## src/rtl/bpc_pkg.sv

```systemverilog
// Types and constants shared by the button press classifier.
package bpc_pkg;

    localparam int unsigned CFG_WIDTH = 16;
    localparam int unsigned CFG_IDX_WIDTH = 2;
    localparam int unsigned TS_WIDTH = 32;
    localparam int unsigned TAP_WIDTH = 8;

    // Configuration register indexes
    localparam logic [CFG_IDX_WIDTH-1:0] CFG_DEBOUNCE = 2'd0;
    localparam logic [CFG_IDX_WIDTH-1:0] CFG_DOUBLE_WINDOW = 2'd1;
    localparam logic [CFG_IDX_WIDTH-1:0] CFG_LONG_PRESS = 2'd2;

    // Configuration reset values
    localparam logic [CFG_WIDTH-1:0] DEBOUNCE_RST = 16'd50;
    localparam logic [CFG_WIDTH-1:0] DOUBLE_WINDOW_RST = 16'd250;
    localparam logic [CFG_WIDTH-1:0] LONG_PRESS_RST = 16'd2000;

    // Input action codes
    localparam logic ACT_EDGE = 1'b0;
    localparam logic ACT_TICK = 1'b1;

    // Event codes
    localparam logic [1:0] EV_NONE = 2'd0;
    localparam logic [1:0] EV_SINGLE = 2'd1;
    localparam logic [1:0] EV_MULTI = 2'd2;
    localparam logic [1:0] EV_LONG = 2'd3;

    localparam logic [TAP_WIDTH-1:0] TAP_MAX = 8'd255;

    typedef struct packed {
        logic                action;
        logic [TS_WIDTH-1:0] time_ms;
        logic                button_down;
    } t_in_item;

    typedef struct packed {
        logic [1:0]           event_res;
        logic [TAP_WIDTH-1:0] tap_count;
        logic                 is_held;
    } t_out_item;

endpackage

```

## src/rtl/button_press_classifier_core.sv

```systemverilog
// Pipeline from input transaction to result: input register, then result register.
// Throughput: one transaction per cycle while the output is not stalled by i_ready; set by
// the single compare-and-update pass on the classifier state between the two registers.
// Reset: synchronous, active low; clears the pipeline valids, the classifier state and loads
// the configuration defaults (debounce 50, double window 250, long press 2000).
module button_press_classifier_core #(
    parameter int unsigned TIME_WIDTH = 32
) (
    input  logic                    i_clk,
    input  logic                    i_rst_n,
    input  logic                    i_valid,
    output logic                    o_ready,
    input  bpc_pkg::t_in_item       i_in,
    output logic                    o_valid,
    input  logic                    i_ready,
    output bpc_pkg::t_out_item      o_out,
    input  logic                    i_cfg_we,
    input  logic [bpc_pkg::CFG_IDX_WIDTH-1:0] i_cfg_idx,
    input  logic [bpc_pkg::CFG_WIDTH-1:0]     i_cfg_wdata
);
    import bpc_pkg::*;

    localparam int unsigned EXT_WIDTH = (TIME_WIDTH > TS_WIDTH) ? TIME_WIDTH : TS_WIDTH;

    // Configuration
    logic [CFG_WIDTH-1:0] r_debounce;
    logic [CFG_WIDTH-1:0] r_double_window;
    logic [CFG_WIDTH-1:0] r_long_press;

    // Pipeline
    logic      r_in_vld;
    t_in_item  r_in;
    logic      r_out_vld;
    t_out_item r_out;
    logic      w_advance;

    // Classifier state
    logic                  r_held,     n_held;
    logic [TIME_WIDTH-1:0] r_last_chg, n_last_chg;
    logic [TIME_WIDTH-1:0] r_press_st, n_press_st;
    logic [TIME_WIDTH-1:0] r_release,  n_release;
    logic [TAP_WIDTH-1:0]  r_taps,     n_taps;
    logic                  r_win_open, n_win_open;
    logic                  r_long_done, n_long_done;
    t_out_item             n_out;

    logic [EXT_WIDTH-1:0]  w_t_ext;
    logic [TIME_WIDTH-1:0] w_t;
    logic [TIME_WIDTH-1:0] w_since_chg;
    logic [TIME_WIDTH-1:0] w_since_press;
    logic [TIME_WIDTH-1:0] w_since_rel;
    logic                  w_fire_long;

    assign w_advance = r_in_vld && (!r_out_vld || i_ready);
    assign o_ready   = !r_in_vld || w_advance;
    assign o_valid   = r_out_vld;
    assign o_out     = r_out;

    always_ff @(posedge i_clk) begin
        if (!i_rst_n) begin
            r_debounce      <= DEBOUNCE_RST;
            r_double_window <= DOUBLE_WINDOW_RST;
            r_long_press    <= LONG_PRESS_RST;
        end else if (i_cfg_we) begin
            unique case (i_cfg_idx)
                CFG_DEBOUNCE:      r_debounce      <= i_cfg_wdata;
                CFG_DOUBLE_WINDOW: r_double_window <= i_cfg_wdata;
                CFG_LONG_PRESS:    r_long_press    <= i_cfg_wdata;
                default: ;
            endcase
        end
    end

    always_ff @(posedge i_clk) begin
        if (!i_rst_n) begin
            r_in_vld <= 1'b0;
        end else if (o_ready) begin
            r_in_vld <= i_valid;
        end
    end

    always_ff @(posedge i_clk) begin
        if (i_valid && o_ready) begin
            r_in <= i_in;
        end
    end

    // The timestamp is cut or zero-extended to the internal time width.
    assign w_t_ext       = EXT_WIDTH'(r_in.time_ms);
    assign w_t           = w_t_ext[TIME_WIDTH-1:0];
    assign w_since_chg   = w_t - r_last_chg;
    assign w_since_press = w_t - r_press_st;
    assign w_since_rel   = w_t - r_release;

    assign w_fire_long = r_held && !r_long_done &&
                         (w_since_press >= TIME_WIDTH'(r_long_press));

    always_comb begin
        n_held      = r_held;
        n_last_chg  = r_last_chg;
        n_press_st  = r_press_st;
        n_release   = r_release;
        n_taps      = r_taps;
        n_win_open  = r_win_open;
        n_long_done = r_long_done;
        n_out.event_res = EV_NONE;
        n_out.tap_count = '0;

        if (r_in.action == ACT_EDGE) begin
            if ((r_in.button_down != r_held) &&
                (w_since_chg > TIME_WIDTH'(r_debounce))) begin
                n_last_chg = w_t;
                n_held     = r_in.button_down;
                if (r_in.button_down) begin
                    n_press_st  = w_t;
                    n_long_done = 1'b0;
                end else begin
                    n_release = w_t;
                    // A release that ended a long press is not a tap.
                    if (!r_long_done) begin
                        if (r_taps != TAP_MAX) begin
                            n_taps = r_taps + 1'b1;
                        end
                        n_win_open = 1'b1;
                    end
                end
            end
        end else begin
            if (w_fire_long) begin
                n_long_done     = 1'b1;
                n_win_open      = 1'b0;
                n_taps          = '0;
                n_out.event_res = EV_LONG;
            end else if (r_win_open && (w_since_rel > TIME_WIDTH'(r_double_window))) begin
                n_win_open = 1'b0;
                n_taps     = '0;
                if (r_taps == TAP_WIDTH'(1)) begin
                    n_out.event_res = EV_SINGLE;
                    n_out.tap_count = r_taps;
                end else if (r_taps != '0) begin
                    n_out.event_res = EV_MULTI;
                    n_out.tap_count = r_taps;
                end
            end
        end
        n_out.is_held = n_held;
    end

    always_ff @(posedge i_clk) begin
        if (!i_rst_n) begin
            r_held      <= 1'b0;
            r_last_chg  <= '0;
            r_press_st  <= '0;
            r_release   <= '0;
            r_taps      <= '0;
            r_win_open  <= 1'b0;
            r_long_done <= 1'b0;
        end else if (w_advance) begin
            r_held      <= n_held;
            r_last_chg  <= n_last_chg;
            r_press_st  <= n_press_st;
            r_release   <= n_release;
            r_taps      <= n_taps;
            r_win_open  <= n_win_open;
            r_long_done <= n_long_done;
        end
    end

    always_ff @(posedge i_clk) begin
        if (!i_rst_n) begin
            r_out_vld <= 1'b0;
        end else if (w_advance) begin
            r_out_vld <= 1'b1;
        end else if (i_ready) begin
            r_out_vld <= 1'b0;
        end
    end

    always_ff @(posedge i_clk) begin
        if (w_advance) begin
            r_out <= n_out;
        end
    end

`ifndef NO_ASSERTIONS
    // A long press is only reported while the button is held and carries no tap count.
    a_long_held: assert property (@(posedge i_clk) disable iff (!i_rst_n)
        (r_out_vld && r_out.event_res == EV_LONG) |-> (r_out.is_held && r_out.tap_count == '0))
        else $error("long press reported without held button or with taps");

    // Tap count agrees with the reported event kind.
    a_tap_match: assert property (@(posedge i_clk) disable iff (!i_rst_n)
        (r_out_vld && r_out.event_res == EV_SINGLE) |-> (r_out.tap_count == TAP_WIDTH'(1)))
        else $error("single press with wrong tap count");

    a_multi_taps: assert property (@(posedge i_clk) disable iff (!i_rst_n)
        (r_out_vld && r_out.event_res == EV_MULTI) |-> (r_out.tap_count > TAP_WIDTH'(1)))
        else $error("multi press with fewer than two taps");

    // After a press event is reported, the tap counter and window are cleared.
    a_taps_clear: assert property (@(posedge i_clk) disable iff (!i_rst_n)
        (w_advance && n_out.event_res != EV_NONE) |=> (r_taps == '0 && !r_win_open))
        else $error("taps or window not cleared after event");
`endif

endmodule
```

## config.mk

```make
export PLATFORM = sky130hd
export DESIGN_NAME = button_press_classifier_core
export DESIGN_NICKNAME = d
export VERILOG_FILES = /design/src/rtl/bpc_pkg.sv /design/src/rtl/button_press_classifier_core.sv
export SDC_FILE = /design/constraint.sdc
export NUM_CORES = 1
export LEC_CHECK = 0
export CAP_MARGIN = 20
export CORE_AREA = 2 2 153 184
export DETAILED_ROUTE_END_ITERATION = 12
export DIE_AREA = 0 0 155 186
export DONT_BUFFER_PORTS = 1
export PLACE_DENSITY_LB_ADDON = 0.25
export SETUP_SLACK_MARGIN = 0.2
export SKIP_LAST_GASP = 1
export SLEW_MARGIN = 20
export SYNTH_ARGS = -nofsm -noshare
export SYNTH_HDL_FRONTEND = slang
export SYNTH_SLANG_ARGS = --single-unit
```

## constraint.sdc

```tcl
create_clock -name i_clk -period 8.2 [get_ports i_clk]
set_clock_uncertainty 0.2 [all_clocks]
set_input_delay 1.23 -clock i_clk [delete_from_list [all_inputs] [get_ports i_clk]]
set_output_delay 1.23 -clock i_clk [all_outputs]
set_load 0.01 [all_outputs]
```

Word level (Yosys, flattened, before mapping)

Index checks and enable logic that the tools add are counted.

Register bits: 202
Input port bits: 57
Output and inout bits: 13
Word-level logic and storage cells: 89

Add/sub/neg operators: 4
Order comparisons: 3
Eq/ne operators: 9
Mux-type cells: 25
Bitwise gates (word level): 3
Reduce and logical (&&, ||, !) cells: 27

Operators with widths:

| kind                                                | number |
|---|---|
| subtractor 32 bit                                   | 3 |
| > comparator 32 x 16 -> 1 bit                       | 2 |
| two-way mux 8 bit                                   | 7 |
| greater-or-equal comparator 32 x 16 -> 1 bit        | 1 |
| two-way mux 10 bit                                  | 3 |
| two-way mux 1 bit                                   | 14 |
| AND reduction 4 bit                                 | 3 |
| adder 8 x 1 -> 8 bit, second input constant         | 1 |
| equality test 8 x 1 -> 1 bit, second input constant | 1 |
| != test 8 bit, second input constant                | 1 |
| nonzero test 2 bit                                  | 4 |
| nonzero test 8 bit                                  | 1 |
| logical AND 1 bit                                   | 6 |
| AND reduction 2 bit                                 | 3 |
| AND reduction 6 bit                                 | 1 |
| AND reduction 5 bit                                 | 1 |
| != test 2 x 1 -> 1 bit, second input constant       | 2 |
| zero test 1 bit                                     | 3 |
| != test 3 x 1 -> 1 bit, second input constant       | 1 |
| NOT 1 bit                                           | 3 |
| AND reduction 3 bit                                 | 1 |
| OR reduction 3 bit                                  | 1 |
| equality test 2 x 1 -> 1 bit, second input constant | 1 |
| equality test 2 bit, second input constant          | 1 |
| other kinds (5)                                     | 6 |

Longest topological paths before layout

Gate-level depths: netlist (run 1).

Depth after elaboration: 6
Gate-level depth with buffers: 25
Mapped depth without buffers: 24

Worst setup path after synthesis (run 1)

OpenSTA, ideal clock, no wires.

Kind: register -> register
Start point: reg r_in (netlist bit w_t[3])
End point: reg r_taps[3]
Library setup time: 0.121 ns
Arrival: 4.848 ns
Required time: 7.879 ns
Path slack: 3.031 ns
Stages on the path, launching flop included: 24
Clock period less this slack: 5.169 ns
Cell sequence: edfxtp_1 > ha_1 > a21o_1 > a21oi_1 > nand2_1 > and2_1 > o21ai_0 > nor2b_1 > o21bai_1 > a21oi_1 > xnor2_1 > ha_1 > a21o_1 > a21o_1 > a21oi_1 > o22ai_1 > a2111oi_0 > o211ai_1 > or4_1 > or4b_4 > nand2_2 > a31oi_4 > nor2b_1 > mux2_4

Cells in the longest elaborated chain, start to end: 5
Elaborated cells on any way between the ends: 14

Ends and longest elaborated chain:

| item                                                                       | RTL line                                                                                                     | source |
|---|---|---|
| start, declared                                                            | button_press_classifier_core.sv:32                                                                           | `t_in_item r_in;` |
| start signal, assigned                                                     | button_press_classifier_core.sv:84                                                                           | `r_in <= i_in;` |
| subtractor 32 bit, on equally long branches                                | button_press_classifier_core.sv:92, button_press_classifier_core.sv:91, button_press_classifier_core.sv:93   |  |
| greater-or-equal comparator 32 x 16 -> 1 bit, or another cell as far along | button_press_classifier_core.sv:96                                                                           | `(w_since_press >= TIME_WIDTH'(r_long_press));` |
| logical AND 1 bit, on equally long branches                                | button_press_classifier_core.sv:95, button_press_classifier_core.sv:110, button_press_classifier_core.sv:134 |  |
| != test 3 x 1 -> 1 bit (no line), or another cell as far along             | --                                                                                                           |  |
| AND reduction 6 bit (no line) or two-way mux 8 bit (tied branches)         | --                                                                                                           |  |
| end signal, assigned                                                       | button_press_classifier_core.sv:163                                                                          | `r_taps <= n_taps;` |
| end, declared                                                              | button_press_classifier_core.sv:42                                                                           | `logic [TAP_WIDTH-1:0] r_taps, n_taps;` |

Several ways; a longest one is shown, not always the timed one.
A chain may end at the register's enable or synchronous reset.

Worst setup path in the final report (run 1)

Start point: reg r_in (netlist bit w_t[3])
End point: reg r_press_st[25]

Cells in the longest elaborated chain, start to end: 4

Ends and longest elaborated chain:

| item                          | RTL line                            | source |
|---|---|---|
| subtractor 32 bit             | button_press_classifier_core.sv:91  | `assign w_since_chg = w_t - r_last_chg;` |
| > comparator 32 x 16 -> 1 bit | button_press_classifier_core.sv:111 | `(w_since_chg > TIME_WIDTH'(r_debounce))) begin` |
| logical AND 1 bit             | button_press_classifier_core.sv:110 | `if ((r_in.button_down != r_held) &&` |
| AND reduction 4 bit (no line) | --                                  |  |
| end signal, assigned          | button_press_classifier_core.sv:161 | `r_press_st <= n_press_st;` |
| end, declared                 | button_press_classifier_core.sv:40  | `logic [TIME_WIDTH-1:0] r_press_st, n_press_st;` |

Every way passes these cells.

==> results by group, run 1 <==
Outcome
  • Status: complete, no violations

Logic synthesis
  • Register bit total from synthesis: between 200 and 250
  • Top-area cell type share of the netlist area: a little over a fifth
  • Number of synthesized flops with an enable pin: 45
  • Syn Area/Cell: between 8 and 9 um^2
  • Synth Cell Area: roughly 15,000 um^2
  • Syn Inst Count: 1,780
  • Commonest cells in the netlist: nand2_1, inv_1, dfxtp_1
  • Main area contributors after synthesis: dfxtp_1, ha_1, edfxtp_1, nand2_1, mux2i_1
  • Register area share after synthesis: ~31%
  • Count of cell types in the netlist: 90
  • Post-synth top flop: dfxtp_1
  • Asr flop ratio synth: 0%
  • Syn_nets: between 1,500 and 2,000
  • Most frequent cell after synthesis: nand2_1
  • Synth warn: 0
  • Yosys top cell by area: dfxtp_1

Clock network
  • H-tree levels: 1
  • Cts bufs inserted: 24
  • Post-CTS sizing: 0
  • Post-CTS setup buffers: 0
  • Sink Count: 202
  • Clk pin slew, worst setup/hold paths: 0.06 ns
  • CTS Buffer Depth: 3
  • Clk root buf: clkbuf_16
  • Clk_lat worst skew: 0.55 ns
  • TritonCTS clock tree: yes
  • Post-cts hold buffer count: 0

Route
  • Post-Route WL: 36,400 um
  • Initial DRC Count: 889
  • Post-route antenna net violation count: 0
  • Routed vias/inst: between 6 and 7
  • Residual DRC count: 0
  • First drt pass iteration count: 7
  • Wire per inst: 17.5 um
  • Vias: 12,500

Cells and area
  • P&R area growth vs syn: 5.99%
  • Sequential Area: 4490 um^2
  • Diodes inserted: 0
  • Share of layout cells above drive strength 1: under 10%
  • Multi-input gate area: 9070 um^2
  • Fillers: ~2,400
  • Total Nets Final: ~1,900

Setup path
  • Arr. time, crit path: approximately 6.8 ns
  • Slowest CP cell: a2111oi_0
  • CP required: approximately 8.5 ns
  • Max incr delay on CP: approximately 0.83 ns
  • Startpoint Class: flip-flop
  • Crit Path Max Fanout: 33
  • CP Cell Sequence: ha_1 > a21o_1 > a21oi_1 > nand2_1 > and2_1 > o21ai_0 > nor2b_1 > o21bai_1 > a21oi_1 > xnor2_1 > ha_1 > a21o_1 > a21o_1 > a21oi_1 > o22ai_1 > a2111oi_0 > o211ai_1 > or4_1 > or4b_4 > nand2b_4 > nor3_4 > buf_4 > nand2_8 > mux2i_1
  • Critical Setup Path Class: flip-flop to flip-flop
  • CP Capture Type: flip-flop

STA
  • Final Max Slew Viols: 0
  • RSZ-0062 raised after global routing: false
  • Setup TNS Final: 0 ns
  • Max transition margin: 33.7%
  • Period utilization: roughly four fifths
  • Final Critical Period: around 6.5 ns
  • Worst-Margin Slew: 0.990 ns
  • Fin. Hold Viols: 0
  • FMAX: roughly 150 MHz
  • Final setup viols: 0

Pwr
  • Power Total: between 2 and 3 mW
  • P_leak: about 6 nW
  • Peak VDD IR: between 0.00015 and 0.0002 V
  • Pwr/cell area: 178 nW/um^2

GRT
  • Vias in the first global route: ~12,000
  • First-pass GRT wire length: roughly 59,000 um
  • Largest net degree at the start of global routing: between 100 and 150
  • Grt ovf: 0
  • GRT Total Usage: roughly 25%
  • Initial antenna violation count: 2

Die
  • Core area: approximately 27,000 um^2
  • Die ar.: just under 30,000 um^2
  • Die X: 155 um
  • Starting density of the core: a little over half
  • Die Span Y: between 150 and 200 um
  • Row count: 66
  • Top-Level Pins: 70

Worst hold path
  • HP Class: flip-flop to flip-flop

Flow run
  • Max Cap Viol: 0

Place
  • Routability cong.: around 0.93
  • Post-DP HPWL: approximately 28,000 um
  • I/O Buffers: 0
[flip-flops by register name, summed over array words and instances (netlist names)]
name             cells
o_out               11
o_valid              1
r_debounce          16
r_double_window     16
r_held               1
r_in                 2
r_in_vld             1
r_last_chg          32
r_long_done          1
r_long_press        16
r_press_st          32
r_release           32
r_taps               8
r_win_open           1
w_t                 32
[cells in the final DEF (no fill, tap or decap), types with 12 or more instances in the layout]
master,instances
a211oi_1,18
a21o_1,47
a21oi_1,136
a31oi_1,12
and2_1,12
and3_1,13
clkbuf_16,24
dfxtp_1,157
edfxtp_1,45
ha_1,144
inv_1,178
mux2i_1,71
nand2_1,237
nand3_1,60
nand4_1,39
nor2_1,97
nor2b_1,15
nor3_1,29
o211ai_1,27
o21a_1,25
o21ai_0,59
o21bai_1,15
o31ai_1,26
xnor2_1,53
xor2_1,18
[per-stage QoR]
step                utilization [%]  area, um^2  cells  worst slack, ns  hold slack, ns
floorplan                         -       14700   1780             3.03           0.236
global placement               54.4       14700   2038             1.63           0.244
detailed placement             54.4       14700   2038             1.63           0.248
CTS                            57.6       15500   2081             1.60           0.256
global route                   57.6       15500   2081             1.25           0.270
finish                         57.6       15500   2081             1.67           0.254
[layer usage]
| layer | global-route usage (%) | wire length [um] |
|---|---|---|
| met5 | 0 | 0 |
| met4 | 7.56 | 1020 |
| met3 | 3.21 | 2150 |
| met2 | 43.9 | 17500 |
| met1 | 32.0 | 15700 |
[kinds of logic after synthesis]
group                      Yosys count  synth area share (%)
muxes                               73                  5.03
xor gates and xnor gates            71                  4.24
AOI/OAI and AO/OA                  464                  21.7
adders and majority gates          147                  12.7
and+or+nand+nor                    558                  18.1
buffers and inverters              265                  7.57
DFF                                202                  30.6
[worst max-delay path, delay by kind of cell, from the launching register on]
kind / cells / cell delay [ns]
and+or+nand+nor: 8 / 2.05
adders and majority gates: 2 / 0.65
xor gates and xnor gates: 1 / 0.14
AOI/OAI and AO/OA: 11 / 2.36
DFF: 1 / 0.47
buffers and inverters: 1 / 0.34
muxes: 1 / 0.23
[layout make-up]
type	count	share of cell area (%)
inverter	179	4.33
timing repair buffer	4	0.193
clock inverter	15	1.40
tap	340	2.74
clock buffer	28	4.09
sequential	202	28.9
multi-input combinational	1313	58.3
[power by group]
part           total, mW  internal [mW]  switching [mW]  leakage (nW)
combinational      0.538          0.216           0.322          3.92
clock               1.14          0.689           0.452         0.418
sequential          1.09           1.05          0.0355          1.71
[path summary, 6_finish.rpt]
check	slack, ns	startpoint	cells past startpoint	end
hold reg to reg	0.25	r_debounce[15]$_SDFFE_PN0P_	2	r_debounce[15]$_SDFFE_PN0P_
hold / removal	0.25	r_debounce[15]$_SDFFE_PN0P_	2	r_debounce[15]$_SDFFE_PN0P_
setup reg to reg	1.67	w_t[3]$_DFFE_PP_	24	r_press_st[25]$_SDFFE_PN0P_
setup / recovery	1.67	w_t[3]$_DFFE_PP_	24	r_press_st[25]$_SDFFE_PN0P_
No activity file was read; power rests on OpenSTA's default activity.
==> inputs of run 2 (changes only) <==
--- a/config.mk
+++ b/config.mk
@@ -5,10 +5,11 @@
 export SDC_FILE = /design/constraint.sdc
 export NUM_CORES = 1
 export LEC_CHECK = 0
+export ABC_AREA = 1
 export CAP_MARGIN = 20
-export CORE_AREA = 2 2 153 184
+export CORE_AREA = 2 2 160 193
 export DETAILED_ROUTE_END_ITERATION = 12
-export DIE_AREA = 0 0 155 186
+export DIE_AREA = 0 0 162 195
 export DONT_BUFFER_PORTS = 1
 export PLACE_DENSITY_LB_ADDON = 0.25
 export SETUP_SLACK_MARGIN = 0.2
==> constraint.sdc (replaced) <==
create_clock -name i_clk -period 5.38 [get_ports i_clk]
set_clock_uncertainty 0.2 [all_clocks]
set_input_delay 0.807 -clock i_clk [delete_from_list [all_inputs] [get_ports i_clk]]
set_output_delay 0.807 -clock i_clk [all_outputs]
set_load 0.01 [all_outputs]
==> results by group, run 2 <==
Outcome
  • Status: complete, no violations

Clock network
  • Post-cts hold buffer count: 0
  • Cts bufs inserted: 24
  • CTS Buffer Depth: 3
  • Clk root buf: clkbuf_16
  • TritonCTS clock tree: yes
  • Clk pin slew, worst setup/hold paths: 0.07 ns
  • Clk_lat worst skew: 0.53 ns
  • Sink Count: between 200 and 250
  • H-tree levels: 1

Cells and area
  • Post-route core utilization: about three fifths
  • P&R area growth vs syn: 7.07%
  • Multi-input gate area: approximately 9400 um^2
  • Sequential Area: roughly 4500 um^2
  • Share of layout cells above drive strength 1: approximately 4.2%
  • Design area: ~17,000 um^2
  • Commonest cells after routing, fill and taps aside: nand2_1, inv_1, a21oi_1, nor2_1, dfxtp_1
  • Leading cell type in the layout, fill and taps excluded: nand2_1
  • Total Nets Final: about 2,800
  • Fillers: slightly below 3,000

Flow run
  • Max Cap Viol: 0

GRT
  • Vias in the first global route: ~14,000
  • Initial antenna violation count: 0
  • GRT Total Usage: between 20% and 30%
  • Largest net degree at the start of global routing: between 100 and 150
  • First-pass GRT wire length: between 70,000 and 80,000 um
  • Grt ovf: 0

Worst hold path
  • HP Class: primary input to flip-flop
  • Min-Delay Endpoint: w_t[13]$_DFFE_PP_
  • WHS Path Cells: 0
  • Hold wc startpoint: i_in[14]

STA
  • Setup TNS Final: 0 ns
  • Final Critical Period: 4.80 ns
  • Period utilization: slightly below 90%
  • Worst-Margin Slew: roughly 0.94 ns
  • Worst Slack Setup Final: 0.582 ns
  • FMAX: ~210 MHz
  • RSZ-0062 raised after global routing: false
  • Final setup viols: 0
  • Max transition margin: between 30% and 40%
  • Fin. Hold Viols: 0
  • Final Max Slew Viols: 0

Logic synthesis
  • Count of cell types in the netlist: 48
  • Asr flop ratio synth: 0%
  • Register bit total from synthesis: roughly 200
  • Commonest cells in the netlist: nand2_1, inv_1, a21oi_1
  • Register area share after synthesis: around 28%
  • Syn Inst Count: around 2,600
  • Synth Cell Area: between 15,000 and 20,000 um^2
  • Synth warn: 0
  • Yosys top cell by area: nand2_1
  • Syn_nets: ~2,800
  • Post-synth top flop: dfxtp_1
  • Most frequent cell after synthesis: nand2_1
  • Main area contributors after synthesis: nand2_1, dfxtp_1, inv_1, ha_1, edfxtp_1
  • Number of synthesized flops with an enable pin: 45
  • Syn Area/Cell: 6.27 um^2
  • Top-area cell type share of the netlist area: approximately a fifth

Setup path
  • Arr. time, crit path: between 5 and 6 ns
  • Reg2Reg Setup Slack: between 0.5 and 0.6 ns
  • Reg2reg start: w_t[0]$_DFFE_PP_
  • Crit Path Max Fanout: 35
  • Slowest CP cell: edfxtp_1
  • Critical Setup Path Class: flip-flop to flip-flop
  • FF-to-FF path depth: 28
  • CP required: 5.63 ns
  • Startpoint Class: flip-flop
  • Worst Setup SP: w_t[0]$_DFFE_PP_
  • Worst r2r dst: r_press_st[26]$_SDFFE_PN0P_
  • CP Capture Type: flip-flop
  • Max incr delay on CP: roughly 0.43 ns
  • Most used cell, CP: nand2_1

Route
  • First drt pass iteration count: 7
  • Initial DRC Count: between 1,000 and 1,500
  • Residual DRC count: 0
  • Post-Route WL: roughly 45,000 um
  • Routed vias/inst: about 5
  • Vias: 15,200
  • Wire per inst: approximately 15 um
  • Post-route antenna net violation count: 0

Pwr
  • Power Total: around 4.4 mW
  • Pwr/cell area: around 260 nW/um^2
  • P_leak: approximately 8.9 nW
  • Peak VDD IR: just under 0.0004 V

Die
  • Row count: 69
  • Starting density of the core: roughly 55%
  • Core area: between 20,000 and 30,000 um^2
  • Die ar.: approximately 32,000 um^2
  • Top-Level Pins: 70
  • Die X: roughly 160 um
  • Die Span Y: slightly below 200 um

Place
  • Pre-CTS setup slack: ~0.63 ns
  • Post-DP HPWL: 36,200 um
  • Cell Area, Placed: 16,500 um^2
  • Routability cong.: roughly 0.96
  • I/O Buffers: 0
## run 2: cell types whose count changed in the layout (fill, tap and decap cells not counted), moves of 32 or more
cell     change
a21o_1      -44
a21oi_1     +53
inv_1      +351
mux2i_1     -71
nand2_1    +637
nand3_1     +32
nor2_1      +70
xnor2_1     -48
## run 2: what timing repair did
item                       in CTS  in global routing
resized for setup               0                  3
setup endpoints to repair       0                 26
buffers inserted                0                  0
## run 2: cells by family after synthesis
| logic type | synth area share (%) |
|---|---|
| adders and majority gates | 11.5 |
| DFF | 27.8 |
| and+or+nand+nor | 31.8 |
| xor gates and xnor gates | 2.71 |
| buffers and inverters | 14.3 |
| AOI/OAI and AO/OA | 11.8 |
## run 2: cell type report
type	count	share of cell area (%)
timing repair buffer	14	0.607
clock buffer	36	4.08
clock inverter	8	0.723
antenna	1	0.0145
sequential	202	26.0
inverter	538	11.7
tap	390	2.82
multi-input combinational	1794	54.1
## run 2: critical path: cells and delay by family (launching register included)
kind / cells / cell delay (ns)
compound gates: 2 / 0.29
xor+xnor: 1 / 0.15
fa+ha+maj: 3 / 0.84
buf+inv: 4 / 0.60
flops: 1 / 0.43
simple gates: 18 / 2.17
## run 2: worst max-delay path by stage
stage | cells past startpoint | to
2_1_floorplan | 29 | r_release[1]$_SDFFE_PN0P_
3_3_place_gp | 26 | r_taps[1]$_SDFFE_PN0P_
3_5_place_dp | 25 | r_taps[1]$_SDFFE_PN0P_
4_1_cts | 28 | r_press_st[26]$_SDFFE_PN0P_
5_1_grt | 28 | r_press_st[24]$_SDFFE_PN0P_
6_report | 28 | r_press_st[26]$_SDFFE_PN0P_
## run 2: metrics by stage
| step | std cells | hold slack (ns) |
|---|---|---|
| after global routing | 2982 | 0.156 |
| after CTS | 2982 | 0.153 |
| after detailed placement | 2938 | 0.246 |
| after global placement | 2938 | 0.239 |
| final | 2983 | 0.166 |
| after floorplan | 2580 | 0.227 |
## run 2: routing by layer
layer	vias up	global-route usage, %	share of wire (%)
met5	-	0	0
met4	0	9.24	3.4
met3	73	2.89	4.7
met2	362	51.5	48
met1	6792	34.8	43
li1	7997	-	-
## run 2: power by group
part           total [mW]  switching [mW]  internal [mW]
Combinational        1.06           0.694          0.370
Sequential           1.67          0.0511           1.61
Clock                1.71           0.661           1.05
Total                4.44            1.41           3.04
